`src/sv/tses_pkg.sv`:
```
package tses_pkg;

	localparam longint unsigned SAMPLE_RATE = 48000;

	localparam int NVOICES = 4;
	localparam int VIDX_W = $clog2(NVOICES);
	localparam int PHASE_W = 32;
	localparam int LEVEL_W = 16;
	localparam int REM_W = 16;
	localparam int SEED_W = 32;

	localparam logic [SEED_W-1:0] SEED_RESET = 32'h0000_8080;
	localparam logic [SEED_W-1:0] LCG_MUL = 32'd1664525;
	localparam logic [SEED_W-1:0] LCG_ADD = 32'd1013904223;

	// Increment for f Hz, rounded to nearest
	function automatic logic [PHASE_W-1:0] freq_inc(input longint unsigned hz);
		return PHASE_W'(((hz << PHASE_W) + SAMPLE_RATE / 2) / SAMPLE_RATE);
	endfunction

	// Voice length in samples for a duration in ms, saturated
	function automatic logic [REM_W-1:0] dur_len(input longint unsigned ms);
		longint unsigned len;
		len = (SAMPLE_RATE * ms) / 1000;
		return (len > 65535) ? {REM_W{1'b1}} : REM_W'(len);
	endfunction

	typedef struct packed {
		logic [PHASE_W-1:0] phase;
		logic [PHASE_W-1:0] inc;
		logic [LEVEL_W-1:0] level;
		logic [REM_W-1:0]   rem;
		logic               noise;
	} voice_t;

	localparam logic [LEVEL_W-1:0] LVL_020 = 16'd6554;
	localparam logic [LEVEL_W-1:0] LVL_024 = 16'd7864;
	localparam logic [LEVEL_W-1:0] LVL_016 = 16'd5243;
	localparam logic [LEVEL_W-1:0] LVL_014 = 16'd4588;

	localparam voice_t V_SHOT      = '{'0, freq_inc(700), LVL_020, dur_len(180), 1'b1};
	localparam voice_t V_EXPLODE   = '{'0, freq_inc(90),  LVL_024, dur_len(550), 1'b1};
	localparam voice_t V_INV_HIT   = '{'0, freq_inc(420), LVL_016, dur_len(100), 1'b0};
	localparam voice_t V_BONUS     = '{'0, freq_inc(880), LVL_014, dur_len(250), 1'b0};
	localparam voice_t V_UFO_HIT   = '{'0, freq_inc(160), LVL_024, dur_len(400), 1'b1};
	localparam voice_t V_MARCH [4] = '{
		'{'0, freq_inc(85),  LVL_020, dur_len(70), 1'b0},
		'{'0, freq_inc(107), LVL_020, dur_len(70), 1'b0},
		'{'0, freq_inc(129), LVL_020, dur_len(70), 1'b0},
		'{'0, freq_inc(151), LVL_020, dur_len(70), 1'b0}
	};

	localparam logic [PHASE_W-1:0] TONE_INC = freq_inc(110);
	localparam logic [PHASE_W-1:0] TONE_DUTY = 32'd1932735283;

	// weight = floor(rem * 2^15 / SAMPLE_RATE) + WEIGHT_BIAS via reciprocal plus one correction
	localparam int DIV_SHIFT = 16;
	localparam longint unsigned RECIP = (64'd1 << (15 + DIV_SHIFT)) / SAMPLE_RATE;
	localparam int RECIP_W = $clog2(RECIP + 1);
	localparam logic [RECIP_W-1:0] RECIP_VAL = RECIP_W'(RECIP);
	localparam int SR_W = $clog2(SAMPLE_RATE + 1);
	localparam logic [SR_W-1:0] SR_VAL = SR_W'(SAMPLE_RATE);
	localparam int PDIV_W = REM_W + RECIP_W;
	localparam int PBACK_W = RECIP_W + SR_W;
	localparam int CMP_W = (PBACK_W > REM_W + 15) ? PBACK_W : REM_W + 15;
	localparam int WT_W = RECIP_W + 1;
	localparam logic [WT_W-1:0] WEIGHT_BIAS = WT_W'(4915);
	localparam int PMAG_W = LEVEL_W + WT_W;
	localparam int MAG_W = PMAG_W + 1 - 15;
	localparam int ACC_W = MAG_W + 4;

	localparam int SAMPLE_W = 16;
	localparam logic signed [ACC_W-1:0] TONE_AMP = ACC_W'(3277);
	localparam logic signed [ACC_W-1:0] MIX_LIMIT = ACC_W'(26214);

	typedef struct packed {
		logic              port_load;
		logic              tone_step;
		logic              voice_gen;
		logic              voice_div;
		logic              voice_mul;
		logic              voice_acc;
		logic              out_load;
		logic [VIDX_W-1:0] vidx;
	} cmd_t;

	typedef struct packed {
		logic rem_zero;
	} status_t;

endpackage

```
`src/sv/triggered_sound_effect_synth.sv`:
```
// Triggered sound-effect synthesizer: one gated 110 Hz tone plus four one-shot
// voices (square or LCG noise) with a linearly decaying amplitude weight.
// Input channel (in_valid/in_ready): req_type 0 is a port write carrying
// port3_value and port5_value; rising bits start voices, port3 bit 0 gates
// the tone. A port write is absorbed in the accepting cycle and gives no
// result. req_type 1 is a tick that yields one saturated Q1.15 sample.
// Output channel (out_valid/out_ready): one transaction per tick.
// Steps of a tick: tone step, then per active voice generate, divide, multiply
// and accumulate (one shared reciprocal divider and level multiplier, stepped
// per voice), then a finish step that loads the output register; a silent
// voice takes only its generate step. in_ready is high only while the
// sequencer is idle, so items are taken one at a time.
// The output register frees the sequencer: the next item is accepted while a
// sample waits. If the receiver stalls, a following tick completes its math
// and holds in its final step until the output register empties.
// Reset (arst_n low) silences all voices, disables the tone, clears phases
// and sets the noise seed to 0x8080; no pending output remains.
module triggered_sound_effect_synth (
	input  logic                                clk,
	input  logic                                arst_n,
	input  logic                                in_valid,
	output logic                                in_ready,
	input  logic                                req_type,
	input  logic [7:0]                          port3_value,
	input  logic [7:0]                          port5_value,
	output logic                                out_valid,
	input  logic                                out_ready,
	output logic signed [tses_pkg::SAMPLE_W-1:0] sample
);

	tses_pkg::cmd_t    cmd;
	tses_pkg::status_t status;

	tses_ctrl u_ctrl (
		.clk       (clk),
		.arst_n    (arst_n),
		.in_valid  (in_valid),
		.in_ready  (in_ready),
		.req_type  (req_type),
		.out_valid (out_valid),
		.out_ready (out_ready),
		.cmd       (cmd),
		.status    (status)
	);

	tses_datapath u_datapath (
		.clk         (clk),
		.arst_n      (arst_n),
		.cmd         (cmd),
		.status      (status),
		.port3_value (port3_value),
		.port5_value (port5_value),
		.sample      (sample)
	);

endmodule

```
`src/sv/tses_datapath.sv`:
```
module tses_datapath (
	input  logic                                clk,
	input  logic                                arst_n,
	input  tses_pkg::cmd_t                      cmd,
	output tses_pkg::status_t                   status,
	input  logic [7:0]                          port3_value,
	input  logic [7:0]                          port5_value,
	output logic signed [tses_pkg::SAMPLE_W-1:0] sample
);

	tses_pkg::voice_t voice_q [tses_pkg::NVOICES];
	logic [tses_pkg::PHASE_W-1:0] tone_phase_q;
	logic                         tone_en_q;
	logic [tses_pkg::SEED_W-1:0]  seed_q;
	logic [7:0]                   prev3_q;
	logic [7:0]                   prev5_q;

	logic [tses_pkg::PDIV_W-1:0]  prod_div_q;
	logic [tses_pkg::RECIP_W-1:0] quot_q;
	logic [tses_pkg::PBACK_W-1:0] prod_back_q;
	logic [tses_pkg::PMAG_W-1:0]  prod_mag_q;
	logic                         pos_q;
	logic signed [tses_pkg::ACC_W-1:0]    acc_q;
	logic signed [tses_pkg::SAMPLE_W-1:0] sample_q;

	tses_pkg::voice_t             cur;
	logic [7:0]                   rise3, rise5;
	logic [tses_pkg::SEED_W-1:0]  seed_next;
	logic [tses_pkg::PHASE_W-1:0] phase_next;
	logic [tses_pkg::PHASE_W-1:0] tone_next;
	logic [tses_pkg::RECIP_W-1:0] quot_c;
	logic [tses_pkg::CMP_W-1:0]   resid;
	logic [tses_pkg::WT_W-1:0]    weight;
	logic [tses_pkg::PMAG_W:0]    mag_round;
	logic [tses_pkg::MAG_W-1:0]   mag;
	logic signed [tses_pkg::ACC_W-1:0] mag_s;

	always_comb begin
		cur = voice_q[cmd.vidx];
		rise3 = port3_value & ~prev3_q;
		rise5 = port5_value & ~prev5_q;
		seed_next = seed_q * tses_pkg::LCG_MUL + tses_pkg::LCG_ADD;
		phase_next = cur.phase + cur.inc;
		tone_next = tone_phase_q + tses_pkg::TONE_INC;
		quot_c = prod_div_q[tses_pkg::DIV_SHIFT +: tses_pkg::RECIP_W];
		// remainder of rem*2^15 - q*rate; one step up when it reaches the rate
		resid = tses_pkg::CMP_W'({cur.rem, 15'd0}) - tses_pkg::CMP_W'(prod_back_q);
		weight = tses_pkg::WT_W'(quot_q) + tses_pkg::WEIGHT_BIAS
			+ tses_pkg::WT_W'(resid >= tses_pkg::CMP_W'(tses_pkg::SR_VAL));
		mag_round = (tses_pkg::PMAG_W + 1)'(prod_mag_q) + (tses_pkg::PMAG_W + 1)'(16384);
		mag = mag_round[tses_pkg::PMAG_W:15];
		mag_s = signed'(tses_pkg::ACC_W'(mag));
	end

	assign status.rem_zero = (cur.rem == '0);

	always_ff @(posedge clk or negedge arst_n) begin
		if (!arst_n) begin
			for (int v = 0; v < tses_pkg::NVOICES; v++) begin
				voice_q[v] <= '0;
			end
			tone_phase_q <= '0;
			tone_en_q <= 1'b0;
			seed_q <= tses_pkg::SEED_RESET;
			prev3_q <= '0;
			prev5_q <= '0;
		end else begin
			if (cmd.port_load) begin
				// when triggers rise together on one voice, the first one listed below wins
				tone_en_q <= port3_value[0];
				if (rise3[1]) voice_q[0] <= tses_pkg::V_SHOT;
				if (rise5[4]) begin
					voice_q[1] <= tses_pkg::V_UFO_HIT;
				end else if (rise3[2]) begin
					voice_q[1] <= tses_pkg::V_EXPLODE;
				end
				if (rise3[4]) begin
					voice_q[2] <= tses_pkg::V_BONUS;
				end else if (rise3[3]) begin
					voice_q[2] <= tses_pkg::V_INV_HIT;
				end
				if (rise5[3]) begin
					voice_q[3] <= tses_pkg::V_MARCH[3];
				end else if (rise5[2]) begin
					voice_q[3] <= tses_pkg::V_MARCH[2];
				end else if (rise5[1]) begin
					voice_q[3] <= tses_pkg::V_MARCH[1];
				end else if (rise5[0]) begin
					voice_q[3] <= tses_pkg::V_MARCH[0];
				end
				prev3_q <= port3_value;
				prev5_q <= port5_value;
			end
			if (cmd.tone_step && tone_en_q) begin
				tone_phase_q <= tone_next;
			end
			if (cmd.voice_gen) begin
				if (cur.noise) begin
					seed_q <= seed_next;
				end else begin
					voice_q[cmd.vidx].phase <= phase_next;
				end
			end
			if (cmd.voice_acc) begin
				voice_q[cmd.vidx].rem <= cur.rem - 1'b1;
			end
		end
	end

	always_ff @(posedge clk) begin
		if (cmd.tone_step) begin
			if (!tone_en_q) begin
				acc_q <= '0;
			end else begin
				acc_q <= (tone_next < tses_pkg::TONE_DUTY) ? tses_pkg::TONE_AMP
					: -tses_pkg::TONE_AMP;
			end
		end
		if (cmd.voice_gen) begin
			pos_q <= cur.noise ? seed_next[tses_pkg::SEED_W-1] : !phase_next[tses_pkg::PHASE_W-1];
			prod_div_q <= tses_pkg::PDIV_W'(cur.rem) * tses_pkg::PDIV_W'(tses_pkg::RECIP_VAL);
		end
		if (cmd.voice_div) begin
			quot_q <= quot_c;
			prod_back_q <= tses_pkg::PBACK_W'(quot_c) * tses_pkg::PBACK_W'(tses_pkg::SR_VAL);
		end
		if (cmd.voice_mul) begin
			prod_mag_q <= tses_pkg::PMAG_W'(cur.level) * tses_pkg::PMAG_W'(weight);
		end
		if (cmd.voice_acc) begin
			acc_q <= pos_q ? acc_q + mag_s : acc_q - mag_s;
		end
		if (cmd.out_load) begin
			priority if (acc_q > tses_pkg::MIX_LIMIT) begin
				sample_q <= tses_pkg::SAMPLE_W'(tses_pkg::MIX_LIMIT);
			end else if (acc_q < -tses_pkg::MIX_LIMIT) begin
				sample_q <= tses_pkg::SAMPLE_W'(-tses_pkg::MIX_LIMIT);
			end else begin
				sample_q <= tses_pkg::SAMPLE_W'(acc_q);
			end
		end
	end

	assign sample = sample_q;

endmodule

```
`src/sv/tses_ctrl.sv`:
```
module tses_ctrl (
	input  logic              clk,
	input  logic              arst_n,
	input  logic              in_valid,
	output logic              in_ready,
	input  logic              req_type,
	output logic              out_valid,
	input  logic              out_ready,
	output tses_pkg::cmd_t    cmd,
	input  tses_pkg::status_t status
);

	typedef enum logic [2:0] {
		S_IDLE,
		S_TONE,
		S_VGEN,
		S_VDIV,
		S_VMUL,
		S_VACC,
		S_FINISH
	} state_t;

	localparam logic [tses_pkg::VIDX_W-1:0] LAST_VOICE = tses_pkg::VIDX_W'(tses_pkg::NVOICES - 1);

	state_t state_q;
	logic [tses_pkg::VIDX_W-1:0] vidx_q;
	logic out_valid_q;
	logic accept;
	logic out_free;

	assign in_ready = (state_q == S_IDLE);
	assign accept = in_valid && in_ready;
	assign out_free = !out_valid_q || out_ready;
	assign out_valid = out_valid_q;

	always_comb begin
		cmd = '0;
		cmd.vidx = vidx_q;
		cmd.port_load = accept && !req_type;
		cmd.tone_step = (state_q == S_TONE);
		cmd.voice_gen = (state_q == S_VGEN) && !status.rem_zero;
		cmd.voice_div = (state_q == S_VDIV);
		cmd.voice_mul = (state_q == S_VMUL);
		cmd.voice_acc = (state_q == S_VACC);
		cmd.out_load = (state_q == S_FINISH) && out_free;
	end

	always_ff @(posedge clk or negedge arst_n) begin
		if (!arst_n) begin
			state_q <= S_IDLE;
			vidx_q <= '0;
			out_valid_q <= 1'b0;
		end else begin
			if (cmd.out_load) begin
				out_valid_q <= 1'b1;
			end else if (out_ready) begin
				out_valid_q <= 1'b0;
			end
			unique case (state_q)
				S_IDLE: begin
					if (accept && req_type) state_q <= S_TONE;
				end
				S_TONE: begin
					vidx_q <= '0;
					state_q <= S_VGEN;
				end
				S_VGEN: begin
					// silent voices are skipped
					if (!status.rem_zero) begin
						state_q <= S_VDIV;
					end else if (vidx_q == LAST_VOICE) begin
						state_q <= S_FINISH;
					end else begin
						vidx_q <= vidx_q + 1'b1;
					end
				end
				S_VDIV: state_q <= S_VMUL;
				S_VMUL: state_q <= S_VACC;
				S_VACC: begin
					if (vidx_q == LAST_VOICE) begin
						state_q <= S_FINISH;
					end else begin
						vidx_q <= vidx_q + 1'b1;
						state_q <= S_VGEN;
					end
				end
				S_FINISH: begin
					if (out_free) begin
						state_q <= S_IDLE;
					end
				end
				default: state_q <= S_IDLE;
			endcase
		end
	end

	a_hold_result: assert property (@(posedge clk) disable iff (!arst_n)
		(state_q == S_FINISH) && out_valid_q && !out_ready |=> (state_q == S_FINISH))
		else $error("result overwritten while output stalled");

	a_tick_start: assert property (@(posedge clk) disable iff (!arst_n)
		accept && req_type |=> (state_q == S_TONE))
		else $error("tick transaction did not start tone step");

	a_voice_next: assert property (@(posedge clk) disable iff (!arst_n)
		(state_q == S_VACC) && (vidx_q != LAST_VOICE) |=>
		(state_q == S_VGEN) && ((vidx_q - $past(vidx_q)) == tses_pkg::VIDX_W'(1)))
		else $error("voice index did not advance by one");

	a_active_voice: assert property (@(posedge clk) disable iff (!arst_n)
		(state_q == S_VGEN) && !status.rem_zero |=> (state_q == S_VDIV))
		else $error("active voice not processed");

	a_busy_no_accept: assert property (@(posedge clk) disable iff (!arst_n)
		cmd.voice_acc |-> !in_ready && !cmd.port_load)
		else $error("port update during sample computation");

endmodule

```
`config.mk`:
```
export PLATFORM = sky130hd
export DESIGN_NAME = triggered_sound_effect_synth
export DESIGN_NICKNAME = d
export VERILOG_FILES = /design/src/sv/tses_pkg.sv /design/src/sv/triggered_sound_effect_synth.sv /design/src/sv/tses_datapath.sv /design/src/sv/tses_ctrl.sv
export SDC_FILE = /design/constraint.sdc
export NUM_CORES = 2
export LEC_CHECK = 0
export BUFFER_PORTS_ARGS = -buffer_cell sky130_fd_sc_hd__buf_4
export CAP_MARGIN = 15
export CORE_ASPECT_RATIO = 1.1
export CORE_MARGIN = 5
export CORE_UTILIZATION = 55
export DETAILED_ROUTE_END_ITERATION = 10
export GPL_TIMING_DRIVEN = 0
export PLACE_DENSITY = 0.77
export SYNTH_ARGS = -nofsm -noshare
export SYNTH_HDL_FRONTEND = slang
export SYNTH_SLANG_ARGS = --single-unit
```
`constraint.sdc`:
```
create_clock -name clk -period 14.5 [get_ports clk]
set_input_delay 0.725 -clock clk [delete_from_list [all_inputs] [get_ports clk]]
set_output_delay 0.725 -clock clk [all_outputs]
set_load 0.02 [all_outputs]
```
======== Word-level counts from Yosys, hierarchy flattened ========
Index checks and enable logic that the tools add are counted.
storage, ports and cells
  register bits ........................... 615
  bits of input ports ..................... 21
  logic and storage cells ................. 134
  output and inout port bits .............. 18
cells by class
  reduce and logical (&&, ||, !) cells .... 21
  magnitude comparators ................... 6
  eq/ne operators ......................... 11
  bitwise operators ....................... 5
  multiply operators ...................... 4
  multiplexer cells ....................... 40
  add/sub/neg operators ................... 11
operators by type and width
  kind                                                                                   count
  388-bit 2-to-1 mux                                                                     4
  97-bit 2-to-1 mux                                                                      12
  388-bit bitwise mux                                                                    2
  97-bit demux with 2-bit select                                                         2
  97-bit binary-select mux with 2-bit select                                             1
  23-bit 2-to-1 mux                                                                      5
  33-bit by 15-bit adder with 34-bit output, second input constant                       1
  16-bit by 17-bit multiplier with 33-bit output                                         1
  32-bit by 24-bit adder with 32-bit output, second input constant                       1
  32-bit by 30-bit adder with 32-bit output, second input constant                       1
  32-bit adder                                                                           1
  32-bit by 16-bit greater-or-equal comparator with 1-bit output, second input constant  1
  32-bit by 31-bit less-than comparator with 1-bit output, second input constant         1
  16-bit by 16-bit multiplier with 32-bit output, second input constant                  1
  32-bit by 21-bit multiplier with 32-bit output, second input constant                  1
  31-bit by 32-bit subtractor with 32-bit output                                         1
  16-bit by 9-bit multiplier with 25-bit output, second input constant                   1
  23-bit by 20-bit adder with 23-bit output                                              1
  23-bit by 16-bit greater-than comparator with 1-bit output, second input constant      1
  23-bit by 16-bit less-than comparator with 1-bit output, second input constant         1
  23-bit by 20-bit subtractor with 23-bit output                                         1
  3-bit one-hot mux with 7 select lines                                                  1
  16-bit by 13-bit adder with 17-bit output, second input constant                       1
  17-bit by 1-bit adder with 17-bit output                                               1
  other kinds (30)                                                                       54

======== Logic depth before layout (Yosys ltp) ========
  word-level depth ........................ 12
  mapped depth ............................ 46
  depth with buffers taken out ............ 43

======== Modules after synthesis ========
From an unflattened synthesis, not the netlist that was laid out.
unflattened totals
  cells, all modules ...................... 5053
  area total of the unflattened synthesis .. 51638.3 um2
modules (own cells, without submodules)
  module         times used  area an instance (um2)  cells each
  tses_datapath  1           51191.6                 5007
  tses_ctrl      1           446.7                   46

======== Worst setup path before layout ========
OpenSTA, ideal clock, no wires.
  path type ............................... flip-flop to flip-flop
  start point ............................. register u_ctrl.vidx_q[0] (netlist bit)
  end point ............................... register u_datapath.prod_mag_q[32] (netlist bit), data pin
  setup slack ............................. 2852 ps
  library setup time ...................... 260 ps
  arrival ................................. 11388 ps
  period minus slack after synthesis ...... 11648 ps
  path buffers ............................ 5
  cell stages (with the launch flop) ...... 45
  cell sequence ........................... dfrtp_1 -> buf_2 -> buf_2 -> buf_2 -> buf_2 -> mux4_2 -> ha_1 -> o21a_1 -> o21ai_0 -> o311ai_1 -> o41ai_1 -> o21ai_0 -> a21oi_1 -> o21ai_1 -> mux2i_1 -> a211oi_1 -> ha_1 -> ha_1 -> (+9 left out) -> fa_1 -> fa_1 -> fa_1 -> inv_1 -> fa_1 -> fa_1 -> inv_1 -> fa_1 -> inv_1 -> ha_1 -> a2111oi_0 -> a211oi_2 -> o221ai_1 -> o31ai_2 -> o41ai_2 -> o21bai_1 -> a21oi_1 -> xnor2_1
on the way
  word-level cells in the longest chain between the ends .. 8
ends and longest elaborated chain
  element                                                         RTL line              RTL
  start: declaration                                              tses_ctrl.sv:26       logic [tses_pkg::VIDX_W-1:0] vidx_q;
  start signal: assignment                                        tses_ctrl.sv:74       vidx_q <= vidx_q + 1'b1;
  start signal: assignment                                        tses_ctrl.sv:83       vidx_q <= vidx_q + 1'b1;
  2-bit inverter with 3-bit output (implied by the code) (*)      tses_datapath.sv:39   cur = voice_q[cmd.vidx];
  97-bit binary-select mux with 2-bit select (*)                  tses_datapath.sv:39
  97-bit 2-to-1 mux (implied by the code) (*) (2 in a row)        tses_datapath.sv:39
  31-bit by 32-bit subtractor with 32-bit output                  tses_datapath.sv:47   resid = tses_pkg::CMP_W'({cur.rem, 15'd0}) - tses_pkg::CMP_W'(prod_back_q);
  32-bit by 16-bit greater-or-equal comparator with 1-bit output  tses_datapath.sv:49   + tses_pkg::WT_W'(resid >= tses_pkg::CMP_W'(tses_pkg::SR_VAL));
  17-bit by 1-bit adder with 17-bit output                        tses_datapath.sv:49
  16-bit by 17-bit multiplier with 33-bit output (*)              tses_datapath.sv:128  prod_mag_q <= tses_pkg::PMAG_W'(cur.level) * tses_pkg::PMAG_W'(weight);
  end signal: assignment                                          tses_datapath.sv:128
  end: declaration                                                tses_datapath.sv:21   logic [tses_pkg::PMAG_W-1:0] prod_mag_q;
Mark *: on every way between the ends. The rest lies on a longest branch, timed or not. The select of a mux whose other input is x is not followed.
A chain may end at the register's enable or synchronous reset.

======== Final worst setup path ========
  start point ............................. register u_ctrl.vidx_q[1] (netlist bit)
  end point ............................... register u_datapath.prod_mag_q[32] (netlist bit), data pin
The elaborated chain is that of the path after synthesis.

==> key figures <==
Critical path
  – CP arrival: 14.06 ns
  – CP max stage cell: mux4_2
  – Most used cell, CP: fa_1
  – Crit start category: register
  – Crit Reg-Reg Startpoint: u_ctrl.vidx_q[1]
  – Biggest cell delay along the critical path: 0.57 ns
  – Critical path endpoint category: register
  – Critical path origin: u_ctrl.vidx_q[1]
  – CP required: 14.85 ns
  – CP max FO: 10
  – Critical path type: register to register

Final layout
  – Share of layout cells above drive strength 1: 6.398%
  – Antenna diodes: 0
  – Register area: 0.01517 sq mm
  – Final-layout fill cell count: 7562
  – Nets: 6314
  – Multi-input logic area: 0.03314 sq mm
  – Area grow syn2layout: 8.629%

STA
  – Slew HR: 20.39%
  – Worst clock skew: 0.05378 ns
  – Hold Fails Final Rpt: 0
  – Fmax: 72.92 MHz
  – Slew @ Worst Pin: 1.185 ns
  – Pins Over Slew Limit: 0
  – Final min period: 13.71 ns
  – Final WS setup: 0.7871 ns
  – Tcrit/Tclk final: 94.57%
  – Unrepaired setup endpoints after global routing: no
  – Setup-failing EPs final: 0

Logic synthesis
  – Flops & latches, synth: 583
  – Most frequent cells after synthesis: inv_1, ha_1, fa_1
  – Synth Area per Inst: 10.16 sq um
  – Synth async-reset ratio: 80.27%
  – Post-Syn Area: 0.05195 sq mm
  – Cell taking the most area after synthesis: dfrtp_1
  – EDFF count, synth: 115
  – Total of warnings raised by yosys: 0
  – Netlist cell types: 96
  – Post-synth top area share: 22.44%
  – Post-Synthesis Net Count: 6201
  – Dominant synthesized flop cell: dfrtp_1
  – Top area cells in the synthesized netlist: dfrtp_1, fa_1, ha_1
  – Top-count cell post-synth: inv_1
  – Cells after Synth: 5114
  – Post-synthesis sequential area ratio: 29.19%

Floorplanning
  – Die Wd: 303.0 microns
  – Die ar.: 0.1007 sq mm
  – Die height: 332.4 microns
  – Initial core utilization: 55.33%
  – # IOs: 39
  – Row Count: 118
  – Core Area: 0.09390 sq mm

Clocking
  – CTS root buffer: clkbuf_16
  – H-tree depth: 3
  – Maximum clock path buffer count: 3
  – Skew-Pair Late Insertion Delay: 0.66 ns
  – Clk pin slew, worst setup/hold paths: 0.06 ns
  – CTS buffer count: 68
  – Setup repair bufs after CTS: 0
  – Clk sinks: 583
  – TritonCTS clock tree: built

Routing
  – ANT nets after route: 0
  – WL/cell: 19.80 microns
  – Iter 0 DRT Violations: 3519
  – Via Count: 38.45k
  – Total length of routed wires: 129600 microns
  – DR DRC count: 0
  – Via/cell ratio: 5.877
  – DR pass1 iterations: 8

Flow run
  – Max Cap Viol: 0

Place
  – Routability cong.: 0.9424
  – Number of I/O port buffers: 32
  – Post-DP HPWL: 98060 microns
  – DP Worst Slack: -0.1715 ns

Outcome
  – Status: finished, final reports clean

Worst hold path
  – Hold path start: port5_value[2]
  – Min-Delay Path Class: input port to register

GRT
  – Grt ovf: 0
  – Vias in the first global route: 40.15k
  – GRT Overall Usage: 26.06%
  – Initial antenna violation count: 2
  – Largest net degree at the start of global routing: 122
  – First-pass GRT wire length: 211200 microns
kinds of logic (layout without fill, tap and decap cells):
logic type | Yosys count | after routing | share of synthesized area, %
AND/OR/NAND/NOR | 1308 | 1308 | 12.23
flip-flops | 583 | 583 | 29.19
XOR/XNOR | 266 | 266 | 4.484
adder cells (fa/ha/maj) | 1066 | 1066 | 32.87
multiplexers | 119 | 119 | 4.467
AO/OA/AOI/OAI | 804 | 804 | 9.698
buffers and inverters | 968 | 1137 | 7.059
final cells by class:
cell class	instances	share of cell area, %
plain buffers	189	1.355
flip-flops and latches	583	26.87
well taps	1260	2.793
repair buffers	44	0.8025
clock buffers	91	3.345
multi-input cells	3563	58.73
clock inverters	35	0.9289
inverters	778	5.174
repair_timing:
item / in CTS / in global routing
hold endpoints to repair: 30 / 0
pin swaps: 0 / 0
cloned: 0 / 0
resized for setup: 3 / 19
endpoints found under the setup margin: 5 / 13
hold buffers: 1 / 0
layer usage:
metal	wire (microns)	track usage [%]	share of wire [%]	vias up
met5	11	0	0.0085	-
met3	10000	4.762	7.7	331
met2	63000	43.62	49	1540
met4	4519	8.599	3.5	2
met1	52020	34.57	40	19258
li1	-	-	-	17322
worst paths after layout:
kind	end	slack, ns	depth (start not counted)
worst min register to register	register	0.46	1
worst min-delay path	u_datapath.prev5_q[2]	0.28	3
worst max register to register	u_datapath.prod_mag_q[32]	0.79	43
max in group asynchronous	async pin	12.44	4
min in group asynchronous	u_datapath.seed_q[20]	0.58	2
worst max-delay path	u_datapath.prod_mag_q[32]	0.79	43
per-stage QoR:
stage          hold slack [ns]  instances  cell area, sq um  TNS [ns]  util [%]
5_1_grt                 0.2797       6543             56440         0     60.10
4_1_cts                 0.2565       6542             56410         0     60.07
3_3_place_gp            0.4438       6406             53770         0     57.26
2_1_floorplan           0.4285       5114             51950         0         -
3_5_place_dp            0.4489       6415             53970   -0.3136     57.48
6_report                0.2764       6543             56440         0     60.10
worst max-delay path: cells and delay by family (launching register included):
kind	cells	cell delay (ns)
xor gates and xnor gates	2	0.38
buffers and inverters	7	1.82
AOI/OAI and AO/OA	13	3.89
and+or+nand+nor	9	1.96
DFF	1	0.49
adders and majority gates	10	4.16
muxes	2	0.70
placed cells by master (no fill, tap or decap), types with 69 or more instances in the layout:
cell type	synthesis	final
nor3_1	71	69
fa_1	498	498
clkbuf_1	147	153
xnor2_1	177	177
a21oi_1	150	150
nand2b_1	72	72
inv_1	777	777
and2_1	106	106
nand2_1	341	341
dfrtp_1	466	466
xor2_1	89	89
a21o_1	76	76
nor2_1	289	287
ha_1	568	568
o21ai_0	309	309
edfxtp_1	115	115
nand3_1	216	216
mux4_2	89	89
Power is not shown: default switching activity piles up to over one toggle a cycle in this logic, so the estimate is an artifact.
